### config.mk
export PLATFORM = sky130hd
export DESIGN_NAME = decay_usage_priority_scheduler_unit
export DESIGN_NICKNAME = d
export VERILOG_FILES = /design/src/hw/rtl/dups_pkg.sv /design/src/hw/rtl/dups_cell.sv /design/src/hw/rtl/dups_update.sv /design/src/hw/rtl/decay_usage_priority_scheduler_unit.sv
export SDC_FILE = /design/constraint.sdc
export NUM_CORES = 1
export LEC_CHECK = 0
export BUFFER_PORTS_ARGS = -buffer_cell sky130_fd_sc_hd__buf_2
export CORE_MARGIN = 2
export CORE_UTILIZATION = 40
export CTS_BUF_LIST = sky130_fd_sc_hd__clkbuf_8
export DETAILED_ROUTE_END_ITERATION = 16
export HOLD_SLACK_MARGIN = 0.1
export PLACE_DENSITY = 0.57
export RECOVER_POWER = 25
export SLEW_MARGIN = 20
export SYNTH_ARGS = -nofsm -noshare
export SYNTH_HDL_FRONTEND = slang
export SYNTH_SLANG_ARGS = --single-unit
export TNS_END_PERCENT = 50
### constraint.sdc
create_clock -name i_clk -period 28.8 [get_ports i_clk]
set_clock_uncertainty 0.05 [all_clocks]
set_input_delay 5.76 -clock i_clk [delete_from_list [all_inputs] [get_ports i_clk]]
set_output_delay 5.76 -clock i_clk [all_outputs]
set_load 0.02 [all_outputs]
### src/hw/rtl/dups_pkg.sv
// ----------------------------------------------------------------------------
// dups_pkg
// Shared types and constants of the decay-usage priority scheduler.
// ----------------------------------------------------------------------------
package dups_pkg;

    localparam int MAX_SLOTS   = 16;
    localparam int SLOT_W      = $clog2(MAX_SLOTS);
    localparam int CNT_W       = $clog2(MAX_SLOTS + 1);

    localparam int USAGE_W     = 16;
    localparam int PRIO_W      = 13;
    localparam int BASE_W      = 7;
    localparam int ACTIVE_W    = 5;
    localparam int CFG_DATA_W  = 7;
    localparam int CFG_IDX_W   = 2;
    localparam int INDEX_W     = 4;

    localparam logic [CFG_IDX_W-1:0] REG_BASE_PRIORITY = 2'd0;
    localparam logic [CFG_IDX_W-1:0] REG_ACTIVE_SLOTS  = 2'd1;

    localparam int DECAY       = 10;
    localparam logic [15:0] RECIP_10    = 16'hCCCD;
    localparam int RECIP_SHIFT = 19;

    typedef struct packed {
        logic [USAGE_W-1:0] usage;
        logic [PRIO_W-1:0]  prio;
    } t_entry;

    typedef struct packed {
        logic              chosen;
        logic [BASE_W-1:0] base;
    } t_upd_ctrl;

endpackage

### src/hw/rtl/dups_cell.sv
// ----------------------------------------------------------------------------
// dups_cell
// One slot cell of the ring: holds a usage count and a priority and takes
// its neighbor's entry on every shift.
// ----------------------------------------------------------------------------
module dups_cell
    import dups_pkg::*;
(
    input  logic   i_clk,
    input  logic   i_rst_n,
    input  logic   i_shift,
    input  t_entry i_entry,
    output t_entry o_entry
);

    t_entry r_entry;

    always_ff @(posedge i_clk) begin
        if (!i_rst_n) begin
            r_entry <= '0;
        end else if (i_shift) begin
            r_entry <= i_entry;
        end
    end

    assign o_entry = r_entry;

endmodule

### src/hw/rtl/dups_update.sv
// ----------------------------------------------------------------------------
// dups_update
// Usage decay and priority recomputation for the entry at the ring head.
// ----------------------------------------------------------------------------
module dups_update
    import dups_pkg::*;
(
    input  t_entry    i_entry,
    input  t_upd_ctrl i_ctrl,
    output t_entry    o_entry
);

    logic [USAGE_W+1:0] sum;
    logic [USAGE_W-1:0] usage;
    logic [31:0]        prod;
    logic [PRIO_W-1:0]  quot;

    always_comb begin
        sum = {2'b00, i_entry.usage}
            + (i_ctrl.chosen ? (USAGE_W+2)'(i_ctrl.base) : '0)
            - (USAGE_W+2)'(DECAY);
        if (sum[USAGE_W+1]) begin
            usage = '0;
        end else if (sum[USAGE_W]) begin
            usage = '1;
        end else begin
            usage = sum[USAGE_W-1:0];
        end
        prod = 32'(usage) * 32'(RECIP_10);
        quot = prod[RECIP_SHIFT+PRIO_W-1:RECIP_SHIFT];
        o_entry.usage = usage;
        o_entry.prio  = PRIO_W'(i_ctrl.base) + quot;
    end

endmodule

### src/hw/rtl/decay_usage_priority_scheduler_unit.sv
// ----------------------------------------------------------------------------
// decay_usage_priority_scheduler_unit
// Decay-usage priority scheduler built as a ring of slot cells.
//
// A transaction is started by raising start while busy is low. With i_tick
// high the block makes two full turns of its ring of MAX_SLOTS cells. In the
// first turn the head cell is compared against the best priority so far and
// the lowest-priority active slot is chosen, lowest index first. In the
// second turn each active slot's usage and priority are updated at the head
// and one result row is produced for it, in slot order, with o_last_row on
// the final active slot. Inactive slots pass round unchanged.
// Each row is on the o_ ports for one cycle while o_valid is high; the
// receiver cannot stall. A tick keeps busy high through the two ring
// turns, the scan turn and then the emit turn. With all MAX_SLOTS slots
// active, the last row is taken at the same edge that can take the next
// transaction. A transaction with i_tick low is taken and produces no rows.
// Configuration writes through i_cfg_we, i_cfg_idx and i_cfg_data take
// effect at once; the user makes them only while the block is idle, as
// the block itself does not enforce this.
// Reset clears all usage counts and priorities, sets the base priority to
// zero and the number of active slots to one.
// ----------------------------------------------------------------------------
module decay_usage_priority_scheduler_unit
    import dups_pkg::*;
(
    input  logic                  i_clk,
    input  logic                  i_rst_n,
    input  logic                  start,
    input  logic                  i_tick,
    output logic                  busy,
    input  logic                  i_cfg_we,
    input  logic [CFG_IDX_W-1:0]  i_cfg_idx,
    input  logic [CFG_DATA_W-1:0] i_cfg_data,
    output logic                  o_valid,
    output logic [INDEX_W-1:0]    o_slot_index,
    output logic [PRIO_W-1:0]     o_slot_priority,
    output logic [USAGE_W-1:0]    o_slot_usage,
    output logic                  o_was_chosen,
    output logic                  o_last_row
);

    localparam logic [1:0] ST_IDLE = 2'd0;
    localparam logic [1:0] ST_SCAN = 2'd1;
    localparam logic [1:0] ST_EMIT = 2'd2;

    localparam logic [SLOT_W-1:0] LAST_POS = SLOT_W'(MAX_SLOTS - 1);

    logic [1:0]          r_state, n_state;
    logic [SLOT_W-1:0]   r_pos, n_pos;
    logic [SLOT_W-1:0]   r_pick, n_pick;
    logic [PRIO_W-1:0]   r_best, n_best;
    logic [CNT_W-1:0]    r_n, n_n;
    logic [BASE_W-1:0]   r_base;
    logic [ACTIVE_W-1:0] r_active;

    logic                r_valid;
    logic [INDEX_W-1:0]  r_index;
    t_entry              r_row;
    logic                r_chosen;
    logic                r_last;

    t_entry              cell_q [MAX_SLOTS];
    t_entry              head;
    t_entry              upd_entry;
    t_entry              ring_in;
    t_upd_ctrl           upd_ctrl;
    logic                shift;
    logic                pos_active;
    logic [CNT_W-1:0]    slots_use;

    always_comb begin
        if (r_active == '0) begin
            slots_use = CNT_W'(1);
        end else if (int'(r_active) > MAX_SLOTS) begin
            slots_use = CNT_W'(MAX_SLOTS);
        end else begin
            slots_use = CNT_W'(r_active);
        end
    end

    always_ff @(posedge i_clk) begin
        if (!i_rst_n) begin
            r_base   <= '0;
            r_active <= ACTIVE_W'(1);
        end else if (i_cfg_we) begin
            case (i_cfg_idx)
                REG_BASE_PRIORITY: r_base   <= i_cfg_data[BASE_W-1:0];
                REG_ACTIVE_SLOTS:  r_active <= i_cfg_data[ACTIVE_W-1:0];
                default: ;
            endcase
        end
    end

    assign head       = cell_q[0];
    assign shift      = (r_state == ST_SCAN) || (r_state == ST_EMIT);
    assign pos_active = CNT_W'(r_pos) < r_n;

    assign upd_ctrl.chosen = (r_pos == r_pick);
    assign upd_ctrl.base   = r_base;

    dups_update u_update (
        .i_entry (head),
        .i_ctrl  (upd_ctrl),
        .o_entry (upd_entry)
    );

    assign ring_in = ((r_state == ST_EMIT) && pos_active) ? upd_entry : head;

    genvar k;
    generate
        for (k = 0; k < MAX_SLOTS; k++) begin : g_cell
            t_entry cell_d;
            if (k == MAX_SLOTS - 1) begin : g_tail
                assign cell_d = ring_in;
            end else begin : g_body
                assign cell_d = cell_q[k+1];
            end
            dups_cell u_cell (
                .i_clk   (i_clk),
                .i_rst_n (i_rst_n),
                .i_shift (shift),
                .i_entry (cell_d),
                .o_entry (cell_q[k])
            );
        end
    endgenerate

    always_comb begin
        n_state = r_state;
        n_pos   = r_pos;
        n_pick  = r_pick;
        n_best  = r_best;
        n_n     = r_n;
        case (r_state)
            ST_IDLE: begin
                if (start && i_tick) begin
                    n_state = ST_SCAN;
                    n_pos   = '0;
                    n_pick  = '0;
                    n_n     = slots_use;
                end
            end
            ST_SCAN: begin
                if (pos_active && ((r_pos == '0) || (head.prio < r_best))) begin
                    n_best = head.prio;
                    n_pick = r_pos;
                end
                n_pos = r_pos + SLOT_W'(1);
                if (r_pos == LAST_POS) begin
                    n_state = ST_EMIT;
                    n_pos   = '0;
                end
            end
            ST_EMIT: begin
                n_pos = r_pos + SLOT_W'(1);
                if (r_pos == LAST_POS) begin
                    n_state = ST_IDLE;
                    n_pos   = '0;
                end
            end
            default: begin
                n_state = ST_IDLE;
            end
        endcase
    end

    always_ff @(posedge i_clk) begin
        if (!i_rst_n) begin
            r_state <= ST_IDLE;
            r_pos   <= '0;
            r_pick  <= '0;
            r_n     <= CNT_W'(1);
            r_valid <= 1'b0;
        end else begin
            r_state <= n_state;
            r_pos   <= n_pos;
            r_pick  <= n_pick;
            r_n     <= n_n;
            r_valid <= (r_state == ST_EMIT) && pos_active;
        end
    end

    always_ff @(posedge i_clk) begin
        r_best <= n_best;
        if ((r_state == ST_EMIT) && pos_active) begin
            r_index  <= INDEX_W'(r_pos);
            r_row    <= upd_entry;
            r_chosen <= (r_pos == r_pick);
            r_last   <= (CNT_W'(r_pos) + CNT_W'(1) == r_n);
        end
    end

    assign busy            = (r_state != ST_IDLE);
    assign o_valid         = r_valid;
    assign o_slot_index    = r_index;
    assign o_slot_priority = r_row.prio;
    assign o_slot_usage    = r_row.usage;
    assign o_was_chosen    = r_chosen;
    assign o_last_row      = r_last;

    a_valid_after_emit: assert property (@(posedge i_clk) disable iff (!i_rst_n)
        r_valid |-> $past(r_state) == ST_EMIT)
        else $error("Result strobe without a preceding emit cycle.");

    a_last_ends_burst: assert property (@(posedge i_clk) disable iff (!i_rst_n)
        (r_valid && r_last) |=> !r_valid)
        else $error("Result row follows the last row of a transaction.");

    a_scan_to_emit: assert property (@(posedge i_clk) disable iff (!i_rst_n)
        (r_state == ST_SCAN && r_pos == LAST_POS) |=> (r_state == ST_EMIT && r_pos == '0))
        else $error("Scan turn did not hand over to the emit turn.");

    a_pick_in_range: assert property (@(posedge i_clk) disable iff (!i_rst_n)
        (r_state == ST_EMIT) |-> (CNT_W'(r_pick) < r_n))
        else $error("Chosen slot lies outside the active slots.");

endmodule
== Word-level counts from Yosys, hierarchy flattened ==
Cells that the tools add are included.
Cells by class
  reductions and logical operators: 20
  mux-type cells: 15
  add/subtract/negate cells: 5
  eq/ne operators: 10
  $mul: 1
  order comparisons: 3
Operator list (number)
  16-bit by 16-bit multiplier with 32-bit output (second input constant): 1
  16-bit two-way mux: 2
  29-bit two-way mux: 1
  16-bit by 18-bit adder with 18-bit output: 1
  18-bit by 4-bit subtractor with 18-bit output (second input constant): 1
  4-bit case mux with 2 select lines: 2
  7-bit by 13-bit adder with 13-bit output: 1
  13-bit < comparator: 1
  4-bit two-way mux: 3
  5-bit two-way mux: 2
  2-bit AND reduction: 5
  7-bit two-way mux: 1
  2-bit two-way mux: 3
  2-bit by 1-bit != test with 1-bit output (second input constant): 3
  2-bit case mux with 3 select lines: 1
  3-bit AND reduction: 2
  2-bit nonzero test: 3
  4-bit by 1-bit adder with 5-bit output (second input constant): 1
  5-bit == test: 1
  5-bit > comparator (second input constant): 1
  5-bit logical NOT: 1
  4-bit by 5-bit < comparator with 1-bit output: 1
  4-bit by 1-bit adder with 4-bit output (second input constant): 1
  2-bit by 1-bit == test with 1-bit output (second input constant): 2
  9 further kinds: 13
Word-level totals
  bits of input ports: 14
  register bits after elaboration: 540
  word-level logic and storage cells: 99
  output and inout port bits: 37

== Longest topological paths before layout ==
Gate-level depths: netlist of the first run.
  depth in word-level cells: 9
  gate-level depth with buffers: 49
  depth with buffers taken out: 47

== Modules after synthesis ==
From an unflattened synthesis of the first run, not the netlist that was laid out.
Unflattened totals
  cell total of the unflattened synthesis: 2512
  area, all modules: 27442.6 um^2
By module, submodules not included
  dups_cell: times used 16, cells each 93, area each 1103.6 um^2, seq. area each 580.6 um^2
  dups_update: times used 1, cells each 737, area each 6217.2 um^2, seq. area each 0.0 um^2
  decay_usage_priority_scheduler_unit: times used 1, cells each 287, area each 3568.4 um^2, seq. area each 2001.9 um^2

== Worst setup path after synthesis of the first run ==
No wires, ideal clock.
  path type: register -> register
  from: register r_pos[2]
  to: register r_row (netlist bit o_slot_priority[12]) (data pin)
  library setup time: 0.265 ns
  cell stages (with the launch flop): 46
  slack: 18.163 ns
  period minus slack after synthesis: 10.637 ns
  arrival: 10.321 ns
  required time: 28.485 ns
  path buffers: 3
  cells stage by stage: dfxtp_1 > clkbuf_1 > xor2_1 > nor4_1 > nand2_1 > ha_1 > inv_1 > ha_1 > fa_1 > a211oi_1 > nor3_1 > o21ai_1 > and2_1 > clkbuf_1 > clkbuf_1 > a21oi_1 > ha_1 > ha_1 > [... 10 more ...] > a311o_1 > a211o_1 > a31oi_1 > o21ai_0 > a21oi_1 > xnor2_1 > inv_1 > fa_1 > nor2b_1 > o21ai_0 > nand2b_1 > a21o_1 > a21o_1 > a21oi_1 > nor3_2 > and3_4 > o2111ai_1 > or3_1
RTL lines
  from (decl): line decay_usage_priority_scheduler_unit.sv:49  | logic [SLOT_W-1:0] r_pos, n_pos;
  from (signal assigned): line decay_usage_priority_scheduler_unit.sv:176  | r_pos <= n_pos;
  to (signal assigned): line decay_usage_priority_scheduler_unit.sv:187  | r_row <= upd_entry;
  to (decl): line decay_usage_priority_scheduler_unit.sv:58  | t_entry r_row;

== Worst setup path in the final report of the first run ==
  from: input i_rst_n
  to: register g_cell[15].u_cell.r_entry (netlist bit g_cell[15].u_cell.o_entry[19])
RTL lines
  from (decl): line decay_usage_priority_scheduler_unit.sv:27  | input logic i_rst_n,
  to (signal assigned): line dups_cell.sv:22  | r_entry <= i_entry;
  to (decl): line dups_cell.sv:16  | t_entry r_entry;
No word-level cell between the ends.

==> results of run 1 <==
-- where the power goes --
group / leakage (nW) / switching (W) / internal [W]
Clock: 1.05 / 0.000303 / 0.000354
Sequential: 4.41 / 0.00000286 / 0.000772
Combinational: 6.53 / 0.000399 / 0.000225
Total: 12.0 / 0.000705 / 0.00135
-- kinds of logic (layout without fill, tap and decap cells) --
kind of cell	count (synthesis)	in the layout	share of synthesized area (%)
muxes	453	453	17.5
AOI/OAI and AO/OA	223	223	5.63
xor gates and xnor gates	47	47	1.59
DFF	540	540	43.5
other	0	1	0
adders and majority gates	265	265	15.1
buffers and inverters	349	447	5.06
and+or+nand+nor	718	718	11.6
-- state kept, by name, indices dropped and copies added, names as in the netlist --
signal / cells
o_valid: 1
o_was_chosen: 1
r_state: 2
r_best: 13
o_slot_usage: 16
r_base: 7
r_n: 5
r_pick: 4
o_last_row: 1
r_pos: 4
g_cell.u_cell.o_entry: 464
r_active: 5
o_slot_priority: 13
o_slot_index: 4
-- metrics by stage --
stage / setup slack, ns / hold slack (ns)
after global routing: 14.06 / 0.436
after global placement: 17.46 / 0.413
final: 15.15 / 0.389
after floorplan: 18.16 / 0.385
after detailed placement: 17.27 / 0.416
after CTS: 17.22 / 0.396
-- metal layers --
layer | GRT usage, % | vias up
met5 | 0 | -
met4 | 5.56 | 0
met3 | 2.81 | 82
met2 | 26.8 | 273
met1 | 23.5 | 8142
li1 | - | 8771
-- worst paths after layout --
kind,startpoint,slack [ns],end,depth (start not counted)
max reg2reg,r_pos[2]$_SDFFE_PN0P_,16.56,o_slot_priority[12]$_DFFE_PP_,41
min,g_cell[1].u_cell.o_entry[14]$_SDFFE_PN0P_,0.39,g_cell[0].u_cell.o_entry[14]$_SDFFE_PN0P_,2
max,i_rst_n,15.15,g_cell[15].u_cell.o_entry[19]$_SDFFE_PN0P_,5
min reg2reg,g_cell[1].u_cell.o_entry[14]$_SDFFE_PN0P_,0.39,g_cell[0].u_cell.o_entry[14]$_SDFFE_PN0P_,2
-- cell type report --
class                           instances  share of cell area (%)
Multi-Input combinational cell       1706                    46.5
Sequential cell                       540                    39.3
Clock buffer                          110                    5.27
Tap cell                              855                    3.73
Inverter                              221                    2.89
Timing Repair Buffer                   66                    1.39
Clock inverter                         50                   0.906
Antenna cell                            1                 0.00871
-- worst max-delay path: cells and delay by family --
kind	cells	cell delay (ns)
buf+inv	4	7.96
compound gates	1	0.33
-- cells in the final DEF, fill, tap and decap left out, types with 48 or more instances in the layout --
cell type	instances
ha_1	182
edfxtp_1	48
buf_2	48
inv_1	258
dfxtp_1	492
a21oi_1	77
clkbuf_8	110
fa_1	82
mux2i_1	452
nand2_1	91
nor2_1	522
==> out/qor.txt, run 1 <==
worst-path cell chain: clkbuf_1, clkinvlp_2, buf_4, buf_4, a311oi_1
cell accounting for the most synthesized area: dfxtp_1
DR DRC count: 0
Pwr Total: 0.00206 W
status: finished with violations
post_cts resized: 0
synthesized flop and latch total: 540
clk buf depth: 3
top-area cell type share of the netlist area: 37.9%
later-pin clock latency in the skew report: 0.71 ns
most common cell in the netlist: nor2_1
most frequent CP cell: buf_4
setup TNS: 0 ns
largest fanout on the critical path: 180
core area: 64300 µm²
Slew HR: -326%
Mapped Area: 26000 µm²
pwr dens: 71.6 nW/µm²
most frequent cells after synthesis: 522 x nor2_1, 492 x dfxtp_1, 452 x mux2i_1
Finished Cell Area: 28700 µm²
Reg area: 11300 µm²
Tcrit/Tclk final: 47.4%
Ys Warns: 0
Starting Density: 40.3%
Post-CTS Setup Inserts: 0
CTS tree: done
failing checks: capacitance limit, slew limit
First-pass DRT Iterations: 5
# port buffers: 50
Placed Instances: 3387
first-pass GRT wire length: 91800 µm
Top Metal Used: met4
final wirelength: 55900 µm
Cell Rows: 93
cts bufs inserted: 91
register area share after synthesis: 43.5%
share of cells above drive strength 1: 7.32%
Die Area: 67000 µm²
post-detail-place hpwl: 38800 µm
met2 routed WL: 24900 µm
Wirelength per Cell: 15.7 µm
fraction of registers with async set/reset: 0%
Pleak: 12.0 nW
Worst Setup End Kind: flip-flop
Cells after Synth: 2595
Non-Filler Instances: 3549
M1 WL: 27800 µm
pin count of the biggest net entering global routing: 181
Slowest-stage cell, CP: clkinvlp_2
Starting DRT DRC Count: 849
final setup fails: 0
GRT Util Overall: 16.9%
main area contributors after synthesis: dfxtp_1 38%, mux2i_1 17%, ha_1 8.8%
grt ovf: 0
CTS Hold Buffers Added: 0
antenna violations before repair: 1
Tmin final: 13.65 ns
Root Driver: clkbuf_8
WP data arrival: 14.15 ns
Multi-input gate area: 13400 µm²
routed vias/inst: 4.87
Clock Pin Slew Worst Setup and Hold Paths: 0.08 ns
Worst Setup Path Type: input port to flip-flop
Worst path max stage delay: 4.84 ns
CP Launch Type: input port
Peak VDD IR: 0.0000426 V
Max-Cap Viols: 3
syn_nets: 2874
Worst Hold Class: flip-flop to flip-flop
H-Tree Depth: 3
Post-synth top flop: dfxtp_1
Slew @ Worst Pin: 6.35 ns
final core occ: 44.6%
Final ANT Viol Nets: 0
CP required: 29.30 ns
Fmax: 73.3 MHz
fin nets: 2905
# IOs: 51
Yosys cell types: 70
CTS Sinks: 540
unrepaired setup endpoints after global routing: no
routability cong.: 0.876
die height: 259 µm
Via Count: 17268
Area Growth Syn to Fin: 10.6%
post-synthesis area per instance: 10.0 µm²
count of pins over their slew limit: 252
# fillers: 6141
Post-synth EDFFs: 48
Die X: 259 µm
vias in the first global route: 17328
Post-DP Area: 27000 µm²
routed wl met3: 1880 µm
Fin. Hold Viols: 0
Power figures use the tool's default switching activity.
==> run 2, diff against run 1 <==
--- a/config.mk
+++ b/config.mk
@@ -11,7 +11,7 @@
 export CTS_BUF_LIST = sky130_fd_sc_hd__clkbuf_8
 export DETAILED_ROUTE_END_ITERATION = 16
 export HOLD_SLACK_MARGIN = 0.1
-export PLACE_DENSITY = 0.57
+export PLACE_DENSITY = 0.59
 export RECOVER_POWER = 25
 export SLEW_MARGIN = 20
 export SYNTH_ARGS = -nofsm -noshare
==> constraint.sdc (replaced) <==
create_clock -name i_clk -period 12.5 [get_ports i_clk]
set_clock_uncertainty 0.05 [all_clocks]
set_input_delay 2.5 -clock i_clk [delete_from_list [all_inputs] [get_ports i_clk]]
set_output_delay 2.5 -clock i_clk [all_outputs]
set_load 0.02 [all_outputs]
==> out/qor.txt, run 2 (same netlist as run 1, synthesis figures left out) <==
CTS Hold Buffers Added: 0 (unchanged)
final setup fails: 0 (unchanged)
Slowest-stage cell, CP: a21oi_1
post-detail-place hpwl: 37400 µm (-3.7%)
Internal Power: 0.00313 W (+130%)
Starting DRT DRC Count: 993 (+17%)
CTS tree: done
Root Driver: clkbuf_8
Max-Cap Viols: 2 (-1)
largest fanout on the critical path: 13 (-93%)
Worst Hold Class: flip-flop to flip-flop
sequential power share: 37.6% (about the same)
Slew @ Worst Pin: 5.00 ns (-1.35 ns)
worst flop-to-flop path endpoint: o_slot_priority[12]$_DFFE_PP_
Worst Setup End Kind: flip-flop
endpoint with the worst hold slack: g_cell[15].u_cell.o_entry[10]$_SDFFE_PN0P_
vias in the first global route: 17117 (-1.2%)
Worst path max stage delay: 0.90 ns (-3.94 ns)
# port buffers: 50 (unchanged)
count of pins over their slew limit: 171 (-32%)
CP Launch Type: flip-flop
Clock Pin Slew Worst Setup and Hold Paths: 0.07 ns (about the same)
fin nets: 2906 (+0.034%)
Finished Cell Area: 28800 µm² (+0.17%)
H-Tree Depth: 3 (unchanged)
CP required: 12.89 ns (-16.41 ns)
Clock Power Share: 32.3% (+0.3 points)
pwr dens: 165 nW/µm² (+130%)
First-pass DRT Iterations: 9 (+4)
DR DRC count: 0 (unchanged)
failing checks: capacitance limit, slew limit
cts bufs inserted: 88 (-3.3%)
Pleak: 12.0 nW (+0.23%)
final wirelength: 53900 µm (-3.5%)
most frequent CP cell: inv_1
Fmax: 86.1 MHz
most common cell after layout, fill and taps aside: nor2_1
pin count of the biggest net entering global routing: 238 (+31%)
share of total power in combinational logic: 30.1% (-0.2 points)
Worst Setup Path Type: flip-flop to flip-flop
Slew HR: -235% (+90 points)
Fin. Hold Viols: 0 (unchanged)
clk buf depth: 3 (unchanged)
share of cells above drive strength 1: 7.64% (+0.33 points)
Largest register FFs: 464 (unchanged)
worst reg2reg path depth: 44 (+7.3%)
switching share of power: 34.1% (-0.14 points)
hold wc startpoint: g_cell[15].u_cell.o_entry[10]$_SDFFE_PN0P_
first-pass GRT wire length: 88700 µm (-3.4%)
antenna violations before repair: 2 (+1)
Tmin final: 11.61 ns
routed vias/inst: 4.87 (about the same)
routability cong.: 0.894 (+2.1%)
Wirelength per Cell: 15.2 µm (-3.5%)
Cell Rows: 93 (unchanged)
Tcrit/Tclk final: 92.9%
die height: 259 µm (unchanged)
R2R Setup Slk: 0.89 ns (-15.67 ns)
setup TNS: 0 ns (unchanged)
grt ovf: 0 (unchanged)
worst hold path cell count: 2 (unchanged)
Post-DP Area: 27000 µm² (about the same)
Die X: 259 µm (unchanged)
CTS Sinks: 540 (unchanged)
Starting Density: 40.3% (unchanged)
Die Area: 67000 µm² (unchanged)
status: finished with violations
Final ANT Viol Nets: 0 (unchanged)
unrepaired setup endpoints after global routing: no
Peak VDD IR: 0.000120 V (+180%)
Area Growth Syn to Fin: 10.8%
later-pin clock latency in the skew report: 0.69 ns (-0.02 ns)
WP data arrival: 12.00 ns (-2.15 ns)
commonest non-fill, non-tap cells in the layout: 522 x nor2_1, 492 x dfxtp_1, 452 x mux2i_1, 255 x inv_1, 182 x ha_1
Via Count: 17295 (+0.16%)
FF-to-FF Start: r_pos[2]$_SDFFE_PN0P_
GRT Util Overall: 16.2% (-0.69 points)
Sw Pwr: 0.00162 W (+130%)
# IOs: 51 (unchanged)
core area: 64300 µm² (unchanged)
Hold Slack: 0.423 ns (+0.0337 ns)
## run 2: cell type report
| class | count | area, µm² |
|---|---|---|
| fill | 6188 | 35600 |
| multi-input combinational | 1706 | 13400 |
| sequential | 540 | 11300 |
| clock buffer | 105 | 1450 |
| tap | 855 | 1070 |
| inverter | 221 | 831 |
| timing repair buffer | 70 | 403 |
| clock inverter | 53 | 353 |
| antenna | 1 | 2.50 |
## run 2: timing repair
item | in CTS | in global routing
setup buffers | 0 | 0
gates resized for setup | 0 | 1
setup endpoints to repair | 0 | 1
## run 2: metrics by stage
stage	worst slack [ns]	util (%)	instances	power (W)
floorplan	1.86	-	2595	0.00282
global placement	1.22	41.9	3392	0.00323
detailed placement	0.830	41.9	3392	0.00325
CTS	0.778	44.7	3550	0.00482
global route	0.181	44.7	3551	0.00508
finish	0.888	44.7	3551	0.00475
## run 2: how the worst max path moves through the flow
| stage | from | end | slack, ns |
|---|---|---|---|
| after floorplan | r_pos[2]$_SDFFE_PN0P_ | o_slot_priority[12]$_DFFE_PP_ | 1.86 |
| after global placement | r_pos[2]$_SDFFE_PN0P_ | o_slot_priority[12]$_DFFE_PP_ | 1.22 |
| after detailed placement | r_pos[2]$_SDFFE_PN0P_ | o_slot_priority[12]$_DFFE_PP_ | 0.83 |
| after CTS | r_pos[2]$_SDFFE_PN0P_ | o_slot_priority[12]$_DFFE_PP_ | 0.78 |
| after global routing | r_pos[2]$_SDFFE_PN0P_ | o_slot_priority[12]$_DFFE_PP_ | 0.18 |
| final | r_pos[2]$_SDFFE_PN0P_ | o_slot_priority[12]$_DFFE_PP_ | 0.89 |
## run 2: routing by layer
metal  track usage (%)  part of all wire, %  up-vias
met2              25.2                   44      275
met3              3.00                  3.6      101
met5                 0                    0        -
met4              6.78                  3.0        0
li1                  -                    -     8778
met1              22.2                   50     8141
## run 2: power groups by stage
stage / clock [W] / sequential [W] / combinational, W
floorplan: 0 / 0.00182 / 0.00100
global placement: 0 / 0.00182 / 0.00141
detailed placement: 0 / 0.00182 / 0.00143
CTS: 0.00160 / 0.00178 / 0.00144
global route: 0.00167 / 0.00178 / 0.00162
finish: 0.00153 / 0.00178 / 0.00143
## run 2: critical path, delay by kind of cell, from the launching register on
kind                     cells  cell delay, ns
AO/OA/AOI/OAI               13            3.41
XOR/XNOR                     3            0.47
adder cells (fa/ha/maj)     10            4.10
buffers and inverters        8            0.76
flip-flops                   1            0.60
AND/OR/NAND/NOR             10            1.96
==> run 3, diff against run 2 <==
--- a/config.mk
+++ b/config.mk
@@ -5,6 +5,7 @@
 export SDC_FILE = /design/constraint.sdc
 export NUM_CORES = 1
 export LEC_CHECK = 0
+export ABC_AREA = 1
 export BUFFER_PORTS_ARGS = -buffer_cell sky130_fd_sc_hd__buf_2
 export CORE_MARGIN = 2
 export CORE_UTILIZATION = 40
==> out/qor.txt, run 3 <==
Via Count: 19710 (+14%)
routability cong.: 0.941 (+5.3%)
mux contribution to synthesized area: 0% (-17 points)
WP data arrival: 10.61 ns (-1.39 ns)
First-pass DRT Iterations: 5 (-4)
DR DRC count: 0 (unchanged)
Tmin final: 10.15 ns (-1.46 ns)
most frequent cells after synthesis: 913 x nor2_1, 499 x o21ai_0, 492 x dfxtp_1
failing checks: capacitance limit, slew limit
Root Driver: clkbuf_8
largest family of logic cells by synthesized area: simple AND/OR/NAND/NOR gates
Max-Cap Viols: 1 (-1)
Post-synth top flop: dfxtp_1
worst hold path cell count: 0 (-2)
compound-cell area share of the yosys netlist: 13.8% (+8.1 points)
# IOs: 51 (unchanged)
Final ANT Viol Nets: 0 (unchanged)
register area share after synthesis: 44.3% (+0.78 points)
unrepaired setup endpoints after global routing: no
largest fanout on the critical path: 11 (-2)
Clock Pin Slew Worst Setup and Hold Paths: 0.06 ns (about the same)
# fillers: 6429 (+3.9%)
Fin. Hold Viols: 0 (unchanged)
cts bufs inserted: 90 (+2.3%)
CTS Sinks: 540 (unchanged)
die height: 256 µm (-0.87%)
count of pins over their slew limit: 188 (+9.9%)
Largest register FFs: 464 (unchanged)
first-pass GRT wire length: 95400 µm (+7.5%)
pin count of the biggest net entering global routing: 279 (+17%)
CP Launch Type: flip-flop
Slew HR: -301% (-66 points)
Mapped Area: 25500 µm² (-1.8%)
Yosys cell types: 44 (-37%)
Area Growth Syn to Fin: 10.1%
Slowest-stage cell, CP: a31oi_1
synthesized flop and latch total: 540 (unchanged)
setup TNS: 0 ns (unchanged)
Finished Cell Area: 28100 µm² (-2.4%)
Ys Warns: 0 (unchanged)
Worst Hold Class: flip-flop to flip-flop
post_cts resized: 0 (unchanged)
final setup fails: 0 (unchanged)
most common cell after layout, fill and taps aside: nor2_1
Worst path max stage delay: 0.61 ns (-0.29 ns)
Starting DRT DRC Count: 1569 (+58%)
fraction of registers with async set/reset: 0% (unchanged)
antenna violations before repair: 2 (unchanged)
status: finished with violations
Die Area: 65800 µm² (-1.7%)
Post-synth EDFFs: 48 (unchanged)
clk buf depth: 3 (unchanged)
Post-CTS Setup Inserts: 0 (unchanged)
top-area cell type share of the netlist area: 38.6% (+0.68 points)
routed vias/inst: 4.84 (-0.69%)
most frequent CP cell: inv_1
vias in the first global route: 18290 (+6.9%)
Wirelength per Cell: 14.3 µm (-6.0%)
Fmax: 98.5 MHz (+14%)
cell accounting for the most synthesized area: dfxtp_1
CP required: 12.96 ns (+0.07 ns)
post-synthesis area per instance: 8.02 µm² (-20%)
syn_nets: 3459 (+20%)
Worst Setup Path Type: flip-flop to flip-flop
commonest non-fill, non-tap cells in the layout: 913 x nor2_1, 499 x o21ai_0, 492 x dfxtp_1, 321 x inv_1, 193 x nand2_1
CTS Hold Buffers Added: 0 (unchanged)
CTS tree: done
H-Tree Depth: 3 (unchanged)
worst reg2reg path depth: 48 (+9.1%)
share of cells above drive strength 1: 6.94% (-0.70 points)
post-detail-place hpwl: 38000 µm (+1.7%)
later-pin clock latency in the skew report: 0.69 ns (about the same)
Starting Density: 40.4% (+0.087 points)
Post-DP Area: 26300 µm² (-2.4%)
simple-gate share of the synthesized area: 18.4% (+6.8 points)
Slew @ Worst Pin: 6.02 ns (+1.02 ns)
final wirelength: 58100 µm (+7.8%)
GRT Util Overall: 17.5% (+1.3 points)
Cells after Synth: 3180 (+23%)
core area: 63100 µm² (-2.0%)
Tcrit/Tclk final: 81.2% (-12 points)
# port buffers: 50 (unchanged)
Synth Area in XOR/XNOR: 1.27% (-0.32 points)
main area contributors after synthesis: dfxtp_1 39%, nor2_1 13%, o21ai_0 9.8%
Cell Rows: 92 (-1.1%)
grt ovf: 0 (unchanged)
most common cell in the netlist: nor2_1
Worst Setup End Kind: flip-flop
fraction of the mapped netlist area in adder cells: 15.4% (+0.27 points)
Die X: 256 µm (-0.87%)
fin nets: 3447 (+19%)
run 3: cell count changes in the layout (fill, tap and decap cells not counted), moves of 59 or more:
cell,previous run,this run
o21ai_0,28,499
mux2i_1,452,0
nor2_1,522,913
nand2_1,91,193
inv_1,255,321
a21oi_1,77,136
run 3: per-stage QoR:
step,setup slack (ns),util (%),hold slack (ns),cells
after floorplan,3.62,-,0.358,3180
after global placement,2.65,41.7,0.366,3922
after detailed placement,2.50,41.7,0.372,3922
after CTS,2.46,44.5,0.385,4074
after global routing,1.42,44.5,0.401,4075
final,2.35,44.5,0.386,4075
run 3: worst paths after layout:
check,end,from,slack (ns)
max,g_cell[15].u_cell.o_entry[8]$_SDFFE_PN0P_,r_pos[1]$_SDFFE_PN0P_,2.35
min reg2reg,r_best[0]$_DFFE_PP_,g_cell[0].u_cell.o_entry[0]$_SDFFE_PN0P_,0.39
max reg2reg,g_cell[15].u_cell.o_entry[8]$_SDFFE_PN0P_,r_pos[1]$_SDFFE_PN0P_,2.35
min,r_best[0]$_DFFE_PP_,g_cell[0].u_cell.o_entry[0]$_SDFFE_PN0P_,0.39
run 3: final cells by class:
type / count / area [µm²] / area share (%)
multi-input cells: 2177 / 12500 / 44.4
flip-flops and latches: 540 / 11300 / 40.2
clock buffers: 105 / 1450 / 5.15
inverters: 295 / 1110 / 3.97
well taps: 846 / 1060 / 3.77
repair buffers: 64 / 375 / 1.34
clock inverters: 47 / 327 / 1.16
diodes: 1 / 2.50 / 0.00891
run 3: layer usage:
layer	global-route usage (%)	wire (µm)	up-vias
li1	-	-	10208
met4	5.96	1530	4
met5	0	27	-
met1	25.1	28600	9050
met2	26.1	24900	355
met3	3.92	3030	93
run 3: kinds of logic after synthesis:
group,after synthesis
AO/OA/AOI/OAI,680
adder cells (fa/ha/maj),265
AND/OR/NAND/NOR,1195
buffers and inverters,463
flip-flops,540
XOR/XNOR,37
run 3: worst max-delay path, delay by kind of cell, from the launching register on:
kind            cells  cell delay (ns)
xor+xnor            2             0.35
simple gates       13             1.67
flops               1             0.39
buf+inv            11             1.02
compound gates     10             2.48
fa+ha+maj          12             4.00
Power of run 3 is left out: the tool's default activity adds up to more than one toggle a clock period on the data nets, which glitch-free logic cannot reach.
